==> src/design/bia_pkg.sv <==
package bia_pkg;

    localparam int ID_W  = 4;
    localparam int CTX_W = 8;
    localparam int EVT_W = 3;

    typedef enum logic [1:0] {
        MODE_ASSIGN  = 2'd0,
        MODE_RELEASE = 2'd1,
        MODE_SET     = 2'd2,
        MODE_GET     = 2'd3
    } mode_t;

    typedef struct packed {
        mode_t              mode;
        logic [ID_W-1:0]    bearer_id;
        logic [CTX_W-1:0]   context_id;
        logic               is_default;
        logic               new_status;
        logic               terminal_req;
    } cmd_t;

    typedef struct packed {
        logic               ok;
        logic [ID_W-1:0]    assigned_id;
        logic               status_out;
        logic               notify;
        logic [CTX_W-1:0]   notify_context;
        logic [EVT_W-1:0]   pdn_event;
    } rsp_t;

endpackage

==> src/design/bearer_id_allocation_table_unit.sv <==
// Channel   Handshake        Fields
// command   start, busy      mode, bearer_id, context_id, is_default,
//                            new_status, terminal_req
// result    done (strobe)    ok, assigned_id, status_out, notify,
//                            notify_context, pdn_event
//
// An item is taken when start is high and busy is low; busy stays low, so one
// item per cycle is accepted. The item is first held in the command register;
// the table update and the result register then load together, and done
// strobes with that result. Reset clears the table flags and the search
// pointer at once.
// The receiver cannot stall: done is high for a single cycle per result, and the result fields hold until the next one.
module bearer_id_allocation_table_unit #(
    parameter int ID_MIN  = 5,
    parameter int ID_MAX  = 15,
    parameter int ENTRIES = 11
) (
    input  logic       clk,
    input  logic       rst_n,
    input  logic       start,
    output logic       busy,
    input  logic [1:0] mode,
    input  logic [3:0] bearer_id,
    input  logic [7:0] context_id,
    input  logic       is_default,
    input  logic       new_status,
    input  logic       terminal_req,
    output logic       done,
    output logic       ok,
    output logic [3:0] assigned_id,
    output logic       status_out,
    output logic       notify,
    output logic [7:0] notify_context,
    output logic [2:0] pdn_event
);

    import bia_pkg::*;

    cmd_t cmd_reg;
    logic cmd_vld_reg;
    rsp_t rsp_reg;
    logic done_reg;
    rsp_t rsp_comb;

    assign busy = 1'b0;

    always_ff @(posedge clk or negedge rst_n)
    begin
        if (!rst_n)
        begin
            cmd_vld_reg <= 1'b0;
            done_reg    <= 1'b0;
        end
        else
        begin
            cmd_vld_reg <= start && !busy;
            done_reg    <= cmd_vld_reg;
        end
    end

    always_ff @(posedge clk)
    begin
        if (start && !busy)
        begin
            cmd_reg.mode         <= mode_t'(mode);
            cmd_reg.bearer_id    <= bearer_id;
            cmd_reg.context_id   <= context_id;
            cmd_reg.is_default   <= is_default;
            cmd_reg.new_status   <= new_status;
            cmd_reg.terminal_req <= terminal_req;
        end
        if (cmd_vld_reg)
        begin
            rsp_reg <= rsp_comb;
        end
    end

    bia_table #(
        .ID_MIN  (ID_MIN),
        .ID_MAX  (ID_MAX),
        .ENTRIES (ENTRIES)
    ) u_table (
        .clk     (clk),
        .rst_n   (rst_n),
        .cmd_vld (cmd_vld_reg),
        .cmd     (cmd_reg),
        .rsp     (rsp_comb)
    );

    assign done           = done_reg;
    assign ok             = rsp_reg.ok;
    assign assigned_id    = rsp_reg.assigned_id;
    assign status_out     = rsp_reg.status_out;
    assign notify         = rsp_reg.notify;
    assign notify_context = rsp_reg.notify_context;
    assign pdn_event      = rsp_reg.pdn_event;

endmodule

==> src/design/bia_find.sv <==
module bia_find #(
    parameter int ENTRIES = 11,
    parameter int IDX_W   = 4
) (
    input  logic [ENTRIES-1:0] free_mask,
    input  logic [IDX_W-1:0]   start,
    output logic               found,
    output logic [IDX_W-1:0]   slot
);

    logic [ENTRIES-1:0] upper_mask;
    logic [IDX_W-1:0]   upper_slot;
    logic [IDX_W-1:0]   any_slot;

    always_comb
    begin
        upper_mask = '0;
        upper_slot = '0;
        any_slot   = '0;
        for (int i = ENTRIES - 1; i >= 0; i--)
        begin
            upper_mask[i] = free_mask[i] && (IDX_W'(i) >= start);
            if (upper_mask[i])
            begin
                upper_slot = IDX_W'(i);
            end
            if (free_mask[i])
            begin
                any_slot = IDX_W'(i);
            end
        end
    end

    // prefer the first free slot at or after the pointer, else wrap
    assign found = |free_mask;
    assign slot  = (|upper_mask) ? upper_slot : any_slot;

endmodule

==> src/design/bia_table.sv <==
module bia_table #(
    parameter int ID_MIN  = 5,
    parameter int ID_MAX  = 15,
    parameter int ENTRIES = 11
) (
    input  logic          clk,
    input  logic          rst_n,
    input  logic          cmd_vld,
    input  bia_pkg::cmd_t cmd,
    output bia_pkg::rsp_t rsp
);

    import bia_pkg::*;

    localparam int IDX_W  = (ENTRIES > 1) ? $clog2(ENTRIES) : 1;
    localparam int SPAN   = (ID_MAX >= ID_MIN) ? (ID_MAX - ID_MIN + 1) : 0;
    localparam int USABLE = (SPAN < ENTRIES) ? SPAN : ENTRIES;

    localparam logic [ID_W-1:0] ID_MIN_L = ID_W'(ID_MIN);
    localparam logic [ID_W-1:0] ID_MAX_L = ID_W'(ID_MAX);
    localparam logic [ID_W-1:0] USABLE_L = ID_W'(USABLE);

    logic [ENTRIES-1:0] valid_reg, valid_next;
    logic [ENTRIES-1:0] active_reg, active_next;
    logic [ENTRIES-1:0] default_reg, default_next;
    logic [ID_W-1:0]    next_index_reg, next_index_next;
    logic [CTX_W-1:0]   ctx_reg [ENTRIES];

    logic [ID_W-1:0]    id_off;
    logic               in_range;
    logic [IDX_W-1:0]   id_slot;
    logic               id_valid;
    logic               id_active;
    logic               id_default;

    logic [ENTRIES-1:0] free_mask;
    logic [IDX_W-1:0]   start;
    logic               find_found;
    logic [IDX_W-1:0]   find_slot;

    logic [IDX_W-1:0]   op_slot;
    logic               ctx_we;

    assign id_off     = cmd.bearer_id - ID_MIN_L;
    assign in_range   = (cmd.bearer_id >= ID_MIN_L) && (cmd.bearer_id <= ID_MAX_L)
                        && (id_off < USABLE_L);
    assign id_slot    = id_off[IDX_W-1:0];
    assign id_valid   = in_range && valid_reg[id_slot];
    assign id_active  = in_range && active_reg[id_slot];
    assign id_default = in_range && default_reg[id_slot];

    always_comb
    begin
        for (int i = 0; i < ENTRIES; i++)
        begin
            free_mask[i] = !valid_reg[i] && (i < USABLE);
        end
    end

    assign start = (next_index_reg < USABLE_L) ? next_index_reg[IDX_W-1:0] : '0;

    bia_find #(
        .ENTRIES (ENTRIES),
        .IDX_W   (IDX_W)
    ) u_find (
        .free_mask (free_mask),
        .start     (start),
        .found     (find_found),
        .slot      (find_slot)
    );

    always_comb
    begin
        valid_next      = valid_reg;
        active_next     = active_reg;
        default_next    = default_reg;
        next_index_next = next_index_reg;
        op_slot         = id_slot;
        ctx_we          = 1'b0;
        rsp             = '0;
        unique case (cmd.mode)
            MODE_ASSIGN:
            begin
                if (cmd.bearer_id != '0)
                begin
                    rsp.ok = in_range && !id_valid;
                end
                else
                begin
                    op_slot = find_slot;
                    rsp.ok  = find_found;
                end
                if (rsp.ok)
                begin
                    valid_next[op_slot]   = 1'b1;
                    active_next[op_slot]  = 1'b0;
                    default_next[op_slot] = cmd.is_default;
                    next_index_next       = ID_W'(op_slot) + ID_W'(1);
                    rsp.assigned_id       = ID_W'(op_slot) + ID_MIN_L;
                    ctx_we                = cmd_vld;
                end
            end
            MODE_RELEASE:
            begin
                rsp.ok = id_valid && !id_active;
                if (rsp.ok)
                begin
                    valid_next[op_slot]   = 1'b0;
                    active_next[op_slot]  = 1'b0;
                    default_next[op_slot] = 1'b0;
                end
            end
            MODE_SET:
            begin
                rsp.ok = id_valid && (id_active != cmd.new_status);
                if (rsp.ok)
                begin
                    active_next[op_slot] = cmd.new_status;
                    rsp.notify           = 1'b1;
                    rsp.notify_context   = ctx_reg[op_slot];
                    rsp.pdn_event        = {cmd.terminal_req, id_default, cmd.new_status};
                end
            end
            MODE_GET:
            begin
                rsp.ok         = 1'b1;
                rsp.status_out = id_valid && id_active;
            end
        endcase
    end

    always_ff @(posedge clk or negedge rst_n)
    begin
        if (!rst_n)
        begin
            valid_reg      <= '0;
            active_reg     <= '0;
            default_reg    <= '0;
            next_index_reg <= '0;
        end
        else if (cmd_vld)
        begin
            valid_reg      <= valid_next;
            active_reg     <= active_next;
            default_reg    <= default_next;
            next_index_reg <= next_index_next;
        end
    end

    always_ff @(posedge clk)
    begin
        if (ctx_we)
        begin
            ctx_reg[op_slot] <= cmd.context_id;
        end
    end

endmodule
==> config.mk <==
export PLATFORM = sky130hd
export DESIGN_NAME = bearer_id_allocation_table_unit
export DESIGN_NICKNAME = d
export VERILOG_FILES = /design/src/design/bia_pkg.sv /design/src/design/bearer_id_allocation_table_unit.sv /design/src/design/bia_find.sv /design/src/design/bia_table.sv
export SDC_FILE = /design/constraint.sdc
export NUM_CORES = 1
export LEC_CHECK = 0
export BUFFER_PORTS_ARGS = -buffer_cell sky130_fd_sc_hd__buf_2
export CAP_MARGIN = 40
export CORE_MARGIN = 2
export CORE_UTILIZATION = 45
export DETAILED_ROUTE_END_ITERATION = 10
export GPL_TIMING_DRIVEN = 0
export SLEW_MARGIN = 20
export SYNTH_ARGS = -nofsm -noshare
export SYNTH_HDL_FRONTEND = slang
export SYNTH_SLANG_ARGS = --single-unit
export TNS_END_PERCENT = 1
==> constraint.sdc <==
create_clock -name clk -period 5.9 [get_ports clk]
set_input_delay 0.885 -clock clk [delete_from_list [all_inputs] [get_ports clk]]
set_output_delay 0.885 -clock clk [all_outputs]
set_load 0.05 [all_outputs]
Word-level counts from Yosys, hierarchy flattened
Memories as Yosys holds them, arrays and structs flattened.
Index checks and enable logic that the tools add are counted.
{ "classes": {"add_sub_neg": 3, "magnitude_cmp": 19, "eq_ne": 7, "n_mux": 57, "bitwise_logic": 7, "reduce_logical": 46} }
{ "op_table": {"columns": ["op", "count"], "rows": [
  ["2-to-1 mux 4 bit", 27],
  ["2-to-1 mux 11 bit", 7],
  ["AND 11 bit", 4],
  ["one-hot mux 11 bit (2 select lines)", 2],
  ["one-hot mux 11 bit (3 select lines)", 1],
  ["bitwise mux 11 bit", 2],
  ["logical AND 1 bit", 22],
  ["NOT 11 bit", 2],
  ["OR reduction 11 bit", 2],
  [">= comparator 3 x 4 -> 1 bit, first input constant", 4],
  ["logical NOT 1 bit", 13],
  ["binary-select mux 1 bit (select 4 bit)", 3],
  [">= comparator 4 bit, first input constant", 3],
  ["2-to-1 mux 12 bit", 1],
  ["2-to-1 mux 1 bit", 11],
  ["OR 11 bit", 1],
  ["less-than comparator 4 x 5 -> 1 bit, second input constant", 2],
  ["demux 1 bit (select 4 bit)", 2],
  [">= comparator 1 x 4 -> 1 bit, first input constant", 2],
  [">= comparator 2 x 4 -> 1 bit, first input constant", 2],
  [">= comparator 4 x 1 -> 1 bit, second input constant", 2],
  ["less-than comparator 4 bit, second input constant", 2],
  ["AND reduction 5 bit", 1],
  ["adder 4 x 1 -> 4 bit, second input constant", 1],
  ["17 further kinds", 20]
]} }
{ "word_totals": {"ff_bits": 74, "mem_bits_rw": 88, "input_bits": 20, "out_inout_bits": 20, "word_cells": 158, "n_memories": 1} }
{ "memory_table": {"columns": ["name", "depth", "word_bits", "read_ports", "rd_ports_with_merged_regs", "write_ports", "line_no", "text"], "rows": [
  ["u_table.ctx_reg", 11, 8, 1, 0, 1, "bia_table.sv:27", "logic [CTX_W-1:0] ctx_reg [ENTRIES];"]
]} }

Logic depth before layout (Yosys ltp)
Gate-level depths: netlist (run 1).
{ "logic_depth": {"word_depth": 26, "mapped_depth": 14, "mapped_depth_nobuf": 11} }

By module
A second synthesis (run 1) with hierarchy kept.
{ "unflattened": {"hier_cells": 618, "area_unflattened_um2": 7996.4} }
{ "modules_own_cells": {"columns": ["mod", "n_inst", "cells_per_inst", "area_per_inst_um2", "seq_area_each_um2"], "rows": [
  ["bia_table", 1, 510, 6434.9, 3568.4],
  ["bearer_id_allocation_table_unit", 1, 39, 1112.3, 1101.1],
  ["bia_find", 1, 69, 449.2, 0.0]
]} }

Least setup slack after synthesis (run 1)
No wires, ideal clock.
{ "synth_path": {"kind": "register to register", "start": "register cmd_reg[11] in the netlist's numbering", "end": "memory u_table.ctx_reg[7][0] (enable)", "setup_ns": 0.370, "arrival_time_ns": 3.122, "required_ns": 5.530, "path_slack_ns": 2.408, "stages_incl_launch_ff": 14, "path_buffers": 4, "cell_sequence": "edfxtp_1 > buf_6 > inv_1 > ha_1 > buf_2 > mux4_2 > mux2_2 > nand2_4 > a31o_4 > nand3_2 > buf_6 > or3_4 > buf_6 > nor2_1"} }
{ "synth_via": {"elab_chain_cells": 12} }
{ "synth_rtl": {"columns": ["item", "line_no", "text"], "rows": [
  ["from (decl)", "bearer_id_allocation_table_unit.sv:39", "cmd_t cmd_reg;"],
  ["subtractor 4 x 3 -> 4 bit (tied with other cells)", "bia_table.sv:44", "assign id_off = cmd.bearer_id - ID_MIN_L;"],
  ["binary-select mux 1 bit (select 4 bit) (tied with other cells)", "bia_table.sv:48", "assign id_valid = in_range && valid_reg[id_slot];"],
  ["2-to-1 mux 1 bit (implied by the code) / logical AND 1 bit (equally long branches)", "bia_table.sv:48, bia_table.sv:46", null],
  ["logical AND 1 bit", "bia_table.sv:48", null],
  ["logical NOT 1 bit", "bia_table.sv:86", "rsp.ok = in_range && !id_valid;"],
  ["logical AND 1 bit", "bia_table.sv:86", null],
  ["2-to-1 mux 1 bit", "bia_table.sv:84", "if (cmd.bearer_id != '0)"],
  ["2-to-1 mux 1 bit", "bia_table.sv:81", "unique case (cmd.mode)"],
  ["2-to-1 mux 1 bit", "bia_table.sv:93", "if (rsp.ok)"],
  ["2-to-1 mux 1 bit", "bia_table.sv:81", null],
  ["2-to-1 mux 1 bit", "bia_table.sv:152", "if (ctx_we)"],
  ["2-to-1 mux 1 bit (implied by the code)", "bia_table.sv:154", "ctx_reg[op_slot] <= cmd.context_id;"],
  ["to (decl)", "bia_table.sv:27", null]
]} }
Parallel ways exist; a longest one is shown, timed or not. The select of a mux whose other input is x is not followed.

Worst setup path after layout (run 1)
{ "layout_path": {"start": "register cmd_reg[11] in the netlist's numbering", "end": "memory u_table.ctx_reg[3][0] (enable)"} }
Same word-level chain as after synthesis.

==> flow_results.org, run 1 <==
** Outcome
- The run finished with clean final reports.

** Synthesis
- Cells taking the most area after synthesis :: edfxtp_1 (47%), dfrtp_1 (12%), mux4_2 (6.3%)
- Counting every instance in the synthesized netlist gives between 600 and 700.
- Post-synthesis cell type count :: 84
- Summed over its instances, the top area cell type makes up around 47% of the synthesized netlist area.
- Among all flip-flop cells after synthesis, the most frequent one is edfxtp_1.
- Commonest cells in the netlist :: edfxtp_1 (123), nor2_1 (61), o21ai_0 (44)
- Syn nets :: 650
- In this run, synthesis inferred roughly 120 flip-flops with an integrated enable.
- Register bit total from synthesis :: ~160
- In the synthesized netlist the async set-or-reset flop fraction comes to 24.1%.
- A synthesized cell averages 12.8 µm².
- Warning count from the yosys run :: 0
- Most repeated cell in the gate-level netlist after synthesis :: edfxtp_1
- Summing every instance area after synthesis gives about 0.0079 mm².
- Sequential element share of the synthesized area :: 59.0%
- Of all cell types, the one taking the most synthesized area is edfxtp_1.

** Worst setup path
- Peak per-stage delay on the critical path :: 690 ps
- Along the worst path, the maximum fanout reaches 10.
- Among cell families on the critical path, the largest total delay comes from simple AND/OR/NAND/NOR gates.
- On the critical path, the stage with the largest delay is an instance of nor3b_2.
- Category of the critical setup timing path :: reg -> reg
- The critical path starts at cmd_reg[11]$_DFFE_PP_.
- Cells traversed along the worst timing path :: buf_6 > inv_1 > ha_1 > clkbuf_1 > nor3b_2 > o31a_1 > a31o_4 > nand3_2 > or3_1 > clkbuf_1 > nor2_1
- Critical path buffer and inverter count :: 4
- The worst setup path is captured at a register.
- Data required time at the worst endpoint :: slightly below 6000 ps
- Reg2Reg Launch Point :: cmd_reg[11]$_DFFE_PP_
- Kind of start point of the critical path :: register
- By instance count, the cell type seen most on the critical path is clkbuf_1.
- Arrival time reported for the critical path endpoint :: ~4600 ps

** Detailed routing
- The detailed router finished its first iteration with 586 violations.
- Total number of vias :: about 5500
- After detailed routing, the number of remaining DRC violations is 0.
- Using the TritonRoute via totals, the vias-per-cell ratio works out to about 6.0.
- Dividing the detail-routed wire length by the instance count gives 20.9 µm.
- ANT nets after route :: 0
- Wires add up to around 19000 µm.
- Number of detailed-route iterations in the first pass :: 5

** Global route
- Largest net degree at the start of global routing :: 28
- Across every metal layer, demand over resource in global routing totals between 20 and 25%.
- Global route overflow :: 0
- Via count of the first global-routing pass :: 5431
- First-pass GRT wire length :: 30800 µm
- Number of antenna violations at the first check in global routing :: 0

** Final layout
- The finished layout holds between 900 and 1000 standard cells, fillers aside.
- Share of final-layout standard cells stronger than drive strength 1 :: 21.2%
- Flip-flop count of the largest register after layout :: 88
- At the end of the flow, the number of nets in the layout was between 700 and 800.
- Area growth from synthesis to layout :: 15.1%
- The finished cells cover between 0.009 and 0.01 mm².
- Filler cells :: 1466
- N_diodes :: 0

** Clocking
- Counting every sink on the clock net gives 162.
- TritonCTS buffer count :: 17
- Clock-pin slew was measured on the worst setup and hold paths at roughly 70 ps.
- The root buffer cell chosen for the clock tree is clkbuf_16.
- Cts hold-fix bufs :: 0
- Once the clock tree was built, the setup fixing pass inserted 0 buffers.
- Resized cells post-CTS :: 0
- The clock reaches the later pin of the worst-skew pair after 430 ps.
- Maximum level of the CTS H-tree :: 4
- Clk buf depth :: 2
- TritonCTS clock tree :: done

** Placed design
- Final HPWL from detailed placement :: approximately 14000 µm
- Routability-driven placement finished with a final weighted congestion of 0.892.
- Number of placed instances, taps included :: 891
- Total cell area at the placement stage :: 0.00849 mm²
- IO Port Bufs :: 38

** STA
- Upper clock frequency limit :: 0.222 GHz
- Slew Limit Fails :: 0
- After routing, the total negative slack on setup checks comes to 0 ps.
- Period utilisation layout :: 76.2%
- Worst-case headroom to the max-slew limit :: 48.2%
- The clock arrives with 7.77 ps of skew.
- Transition time at the pin with the least slew margin :: 777 ps
- Final hold analysis gives a worst-case slack of 338 ps.
- Setup repair after global routing left no endpoint under its margin.
- The final hold violation count is 0.
- Final critical path time including I/O delays and setup :: 4500 ps
- Setup violations remaining at the end of the flow were counted as 0.

** Floorplanning
- Boundary Pins :: 40
- The die is ~140 µm wide.
- In this run the vertical extent of the chip is 137 µm.
- Row generation in the floorplan step produced 48 rows.
- Die ar. :: 0.0187 mm²
- Core area :: 0.0172 mm²
- Effective utilization at floorplan :: 45.9%

** Power and ir drop
- Leakage power :: 3.29 nW
- Power per cell area :: ~350 mW/mm²
- Maximum ir drop on the vdd rail :: around 210 µV

** Run
- The tool flagged a number of max-cap violations equal to 0.

** Worst hold path
- Path type of the worst min-delay path :: in -> async
-- cells in the final DEF (no fill, tap or decap), types with 4 or more instances in the layout --
master     synthesis  final
a211oi_1          10     10
buf_2              8     46
o21ai_1           12     12
and2_1             8      8
a31oi_1           11     11
clkbuf_16          0     17
mux4_2            22     22
nor2_1            61     61
mux2i_1           19     19
inv_1             17     17
clkbuf_1          18     18
clkinv_4           0      4
buf_1              5      5
dfrtp_1           39     39
buf_6              5      5
or3_1              6      6
o31ai_1            5      5
nand2_1           35     35
nor2b_1           11     11
nand2b_1           7      7
o21ai_0           44     44
nand3_1            7      7
nor3_1             8      8
edfxtp_1         123    123
buf_4              2      6
a21oi_1           23     23
o22ai_1            4      4
inv_8              0      5
a41oi_1           14     14
ha_1              10     10
-- worst paths after layout --
kind | end | slack [ps] | depth (start not counted)
worst max-delay path | u_table.ctx_reg[3][0]$_DFFE_PP_ | 1400 | 11
worst min-delay path | u_table.active_reg[0]$_DFFE_PN0P_ | 340 | 1
worst max register to register | u_table.ctx_reg[3][0]$_DFFE_PP_ | 1400 | 11
worst min register to register | u_table.active_reg[0]$_DFFE_PN0P_ | 520 | 2
max in group asynchronous | u_table.next_index_reg[3]$_DFFE_PN0P_ | 5100 | 2
min in group clk | u_table.active_reg[0]$_DFFE_PN0P_ | 520 | 2
-- layout make-up --
cell class / instances / area [µm²] / area share (%)
Inverter: 19 / 71.3 / 0.784
Clock inverter: 15 / 188 / 2.06
Tap cell: 225 / 282 / 3.09
Timing Repair Buffer: 46 / 298 / 3.27
Buffer: 38 / 198 / 2.17
Sequential cell: 162 / 4670 / 51.3
Multi-Input combinational cell: 401 / 2970 / 32.6
Clock buffer: 17 / 425 / 4.67
-- cells by family (layout without fill, tap and decap cells) --
group,after synthesis,in the layout,share of synthesized area [%]
AO/OA/AOI/OAI,171,171,15.0
XOR/XNOR,3,3,0.427
adder cells (fa/ha/maj),10,10,1.58
buffers and inverters,57,135,3.40
flip-flops,162,162,59.0
multiplexers,43,43,8.95
other,1,1,0.0474
AND/OR/NAND/NOR,173,173,11.5
-- routing by layer --
metal	vias up	global-route usage (%)	part of all wire, %
met5	-	0	0
met4	0	7.58	1.7
met3	27	4.00	6.5
met2	223	32.5	45
met1	2751	33.3	47
li1	2522	-	-
-- metrics by stage --
stage / power, mW / setup slack [ps] / utilization (%)
after CTS: 3.23 / 1380 / 52.8
after global routing: 3.37 / 1120 / 52.8
after detailed placement: 2.12 / 1410 / 49.2
after floorplan: 1.91 / 2410 / -
after global placement: 2.10 / 1240 / 48.6
final: 3.23 / 1400 / 52.8
-- report_power, final --
part           leakage, nW  switching [mW]  internal, mW  total (mW)
Combinational         1.34           0.418         0.264       0.683
Sequential            1.65           0.107          1.32        1.42
Clock                0.300           0.509         0.610        1.12
Power figures use the tool's default switching activity.
==> run 2: changes to the inputs <==
==> constraint.sdc (replaced) <==
create_clock -name clk -period 4.4 [get_ports clk]
set_input_delay 0.66 -clock clk [delete_from_list [all_inputs] [get_ports clk]]
set_output_delay 0.66 -clock clk [all_outputs]
set_load 0.05 [all_outputs]
==> run 2 against run 1 <==
Clock power grew 34%. Critical path type unchanged. Hold slack lost 230 ps. Sequential power grew 35%. Flip-flop and latch count is the same. Register-to-register slack lost 1200 ps. Clock skew is essentially flat. Clock-buffer cell count is the same. Combinational power grew 35%. Critical endpoint is now u_table.ctx_reg[4][6]$_DFFE_PP_.
==> flow_results.org, run 2 (synthesis gave the netlist of run 1 again) <==
** STA
- RSZ-0062 raised after global routing :: true
- The fmax was 0.237 GHz (+6.5%).
- Final critical path time including I/O delays and setup :: 4220 ps (-274 ps)
- The largest clock skew in the final design came to 7.30 ps (-0.469 ps).
- Slew Limit Fails :: 0 (unchanged)
- Transition time at the pin with the least slew margin :: 783 ps (+6.21 ps)
- The worst hold margin is 108 ps (-229 ps).
- Worst-case headroom to the max-slew limit :: 47.8% (-0.41 points)
- Period utilisation layout :: 96.0% (+20 points)
- Aggregate negative setup slack :: 0 ps (unchanged)
- Final worst slack :: 177 ps (-1230 ps)
- The final count of negative-setup-slack endpoints is 0 (unchanged).
- The final hold violation count came to 0 (unchanged).

** Floorplanning
- Y dimension of the die :: 137 µm (unchanged)
- Effective utilization at floorplan :: 45.9% (unchanged)
- Core area :: 0.0172 mm² (unchanged)
- Die width :: 137 µm (unchanged)
- The count of standard-cell rows was 48 (unchanged).
- Boundary Pins :: 40 (unchanged)
- The area of the die was 0.0187 mm² (unchanged).

** Placed design
- IO Port Bufs :: 38 (unchanged)
- Final HPWL from detailed placement :: 13900 µm (unchanged)
- The minimum setup slack after placement was -85.2 ps (-1500 ps).
- Routability-driven placement congestion ratio :: 0.892 (unchanged)
- The number of placed instances, taps included was 891 (unchanged).
- The cell area after placement came to 0.00849 mm² (unchanged).

** Final layout
- Leaving out fill and tap cells, the most frequent cell in the layout is edfxtp_1.
- The top cell types in the final layout, fill and taps aside, are edfxtp_1 (123), nor2_1 (55), buf_2 (46).
- Multi-input combinational cell area :: 0.00300 mm² (+1.0%)
- The number of antenna diodes was 0 (unchanged).
- Compared with the post-synthesis result, the final layout area differs by 15.5%.
- The final core area utilization is 53.0% (+0.17 points).
- The flip-flop count of the largest register after layout came to 88 (unchanged).
- Layout net count :: 715 (unchanged)
- The fraction of layout instances using a drive strength above 1 is 22.1% (+0.86 points).
- The total of fill cells in the finished design is 1465 (-0.068%).
- The count of non-filler cells in the finished layout came to 923 (unchanged).
- The summed area of non-filler cells in the final layout came to 0.00913 mm² (+0.33%).
- FF/Latch Area :: 0.00467 mm² (unchanged)

** Run
- Maximum Capacitance Violations :: 0 (unchanged)

** Detailed routing
- Number of detailed-route iterations in the first pass :: 5 (unchanged)
- The number of violations reported at the end of detailed-routing iteration 0 came to 627 (+7.0%).
- Drt wl/cell :: 21.0 µm (+0.59%)
- Total number of vias :: 5512 (-0.20%)
- The final wirelength came to 19400 µm (+0.59%).
- Via density :: 5.97 (-0.20%)
- The number of nets with antenna violations after routing came to 0 (unchanged).
- The total DRC errors in the routed layout is 0 (unchanged).

** Worst setup path
- The worst path arrival time was 4290 ps (-260 ps).
- The slack of the worst reg-to-reg path is 180 ps (-1230 ps).
- Data required time at the worst endpoint :: 4470 ps (-1490 ps)
- STA classifies the critical path startpoint as a register.
- In this run the worst setup path terminates at u_table.ctx_reg[4][6]$_DFFE_PP_.
- The worst setup path is captured at a register.
- Reg2Reg Launch Point :: cmd_reg[11]$_DFFE_PP_
- Category of the critical setup timing path :: reg -> reg
- CP max FO :: 10 (unchanged)
- The count of cells along the worst register-to-register path is 12 (+1).
- Endpoint of the lowest-slack register-to-register path :: u_table.ctx_reg[4][6]$_DFFE_PP_
- Critical path startpoint :: cmd_reg[11]$_DFFE_PP_

** Power and ir drop
- Leakage power :: 3.30 nW (+0.11%)
- Power per cell area :: 475 mW/mm² (+34%)
- The overall power consumption came to 4.33 mW (+34%).
- Maximum ir drop on the vdd rail :: 287 µV (+35%)

** Clocking
- The cell sitting at the root of the clock tree is a clkbuf_16.
- The maximum buffer depth of the clock tree came to 2 (unchanged).
- CTS clk-pin slew, worst paths :: 70 ps (about the same)
- TritonCTS buffer count :: 17 (unchanged)
- Source-to-sink clock delay at the later pin of the worst-skew pair :: 430 ps (about the same)
- The CTS sink count is 162 (unchanged).
- The hold-fix buffer count after cts was 0 (unchanged).
- TritonCTS built the clock tree.
- The number of H-tree levels is 4 (unchanged).

** Global route
- The number of antenna violations at the first check in global routing was 0 (unchanged).
- Largest net degree at the start of global routing :: 28 (unchanged)
- Overall Global Routing Usage :: 22.2% (unchanged)
- The global-route wire length before repair was 30800 µm (unchanged).
- The number of global-route vias before repair came to 5431 (unchanged).
- The global-route congestion overflow total is 0 (unchanged).

** Outcome
- Result of the run :: complete, no violations

** Worst hold path
- The path class of the tightest hold or removal check is in -> async.
-- run 2: per-layer routing --
layer	routed length [µm]	GRT usage [%]	part of all wire, %
met5	0	0	0
met4	313	7.58	1.6
met3	1200	4.00	6.2
met2	8790	32.5	45
met1	9110	33.3	47
-- run 2: cell type report --
| type | count | share of cell area (%) |
|---|---|---|
| timing repair buffer | 46 | 3.26 |
| tap | 225 | 3.08 |
| inverter | 19 | 0.781 |
| multi-input combinational | 401 | 32.9 |
| sequential | 162 | 51.1 |
| clock inverter | 15 | 2.06 |
| clock buffer | 17 | 4.66 |
| buffer | 38 | 2.16 |
-- run 2: worst max-delay path: stages (launching register included) --
cell and delay (ps):
edfxtp_1 470, buf_6 210, inv_1 270, ha_1 200, clkbuf_1 340, nor3b_4 570, o31a_1 390, a31o_4 180
nand3_2 90, buf_6 180, or3_4 410, inv_1 90, and2_1 450
-- run 2: power by group --
| group | leakage [nW] | internal, mW | switching (mW) |
|---|---|---|---|
| registers | 1.65 | 1.77 | 0.144 |
| logic | 1.34 | 0.356 | 0.567 |
| clock network | 0.300 | 0.818 | 0.683 |
| total | 3.30 | 2.94 | 1.39 |
-- run 2: timing repair --
item,4_1_cts,5_1_grt
resized for setup,3,5
setup endpoints to repair,24,94
setup buffers,0,0
-- run 2: worst min path at each step --
stage,start,endpoint,slack [ps],cells past startpoint
global route,rst_n,u_table.active_reg[1]$_DFFE_PN0P_,120,1
detailed placement,u_table.default_reg[5]$_DFFE_PN0P_,u_table.default_reg[5]$_DFFE_PN0P_,500,2
CTS,rst_n,u_table.active_reg[0]$_DFFE_PN0P_,110,1
floorplan,rst_n,cmd_vld_reg$_DFF_PN0_,360,0
global placement,u_table.active_reg[2]$_DFFE_PN0P_,u_table.active_reg[2]$_DFFE_PN0P_,490,2
finish,rst_n,u_table.active_reg[0]$_DFFE_PN0P_,110,1
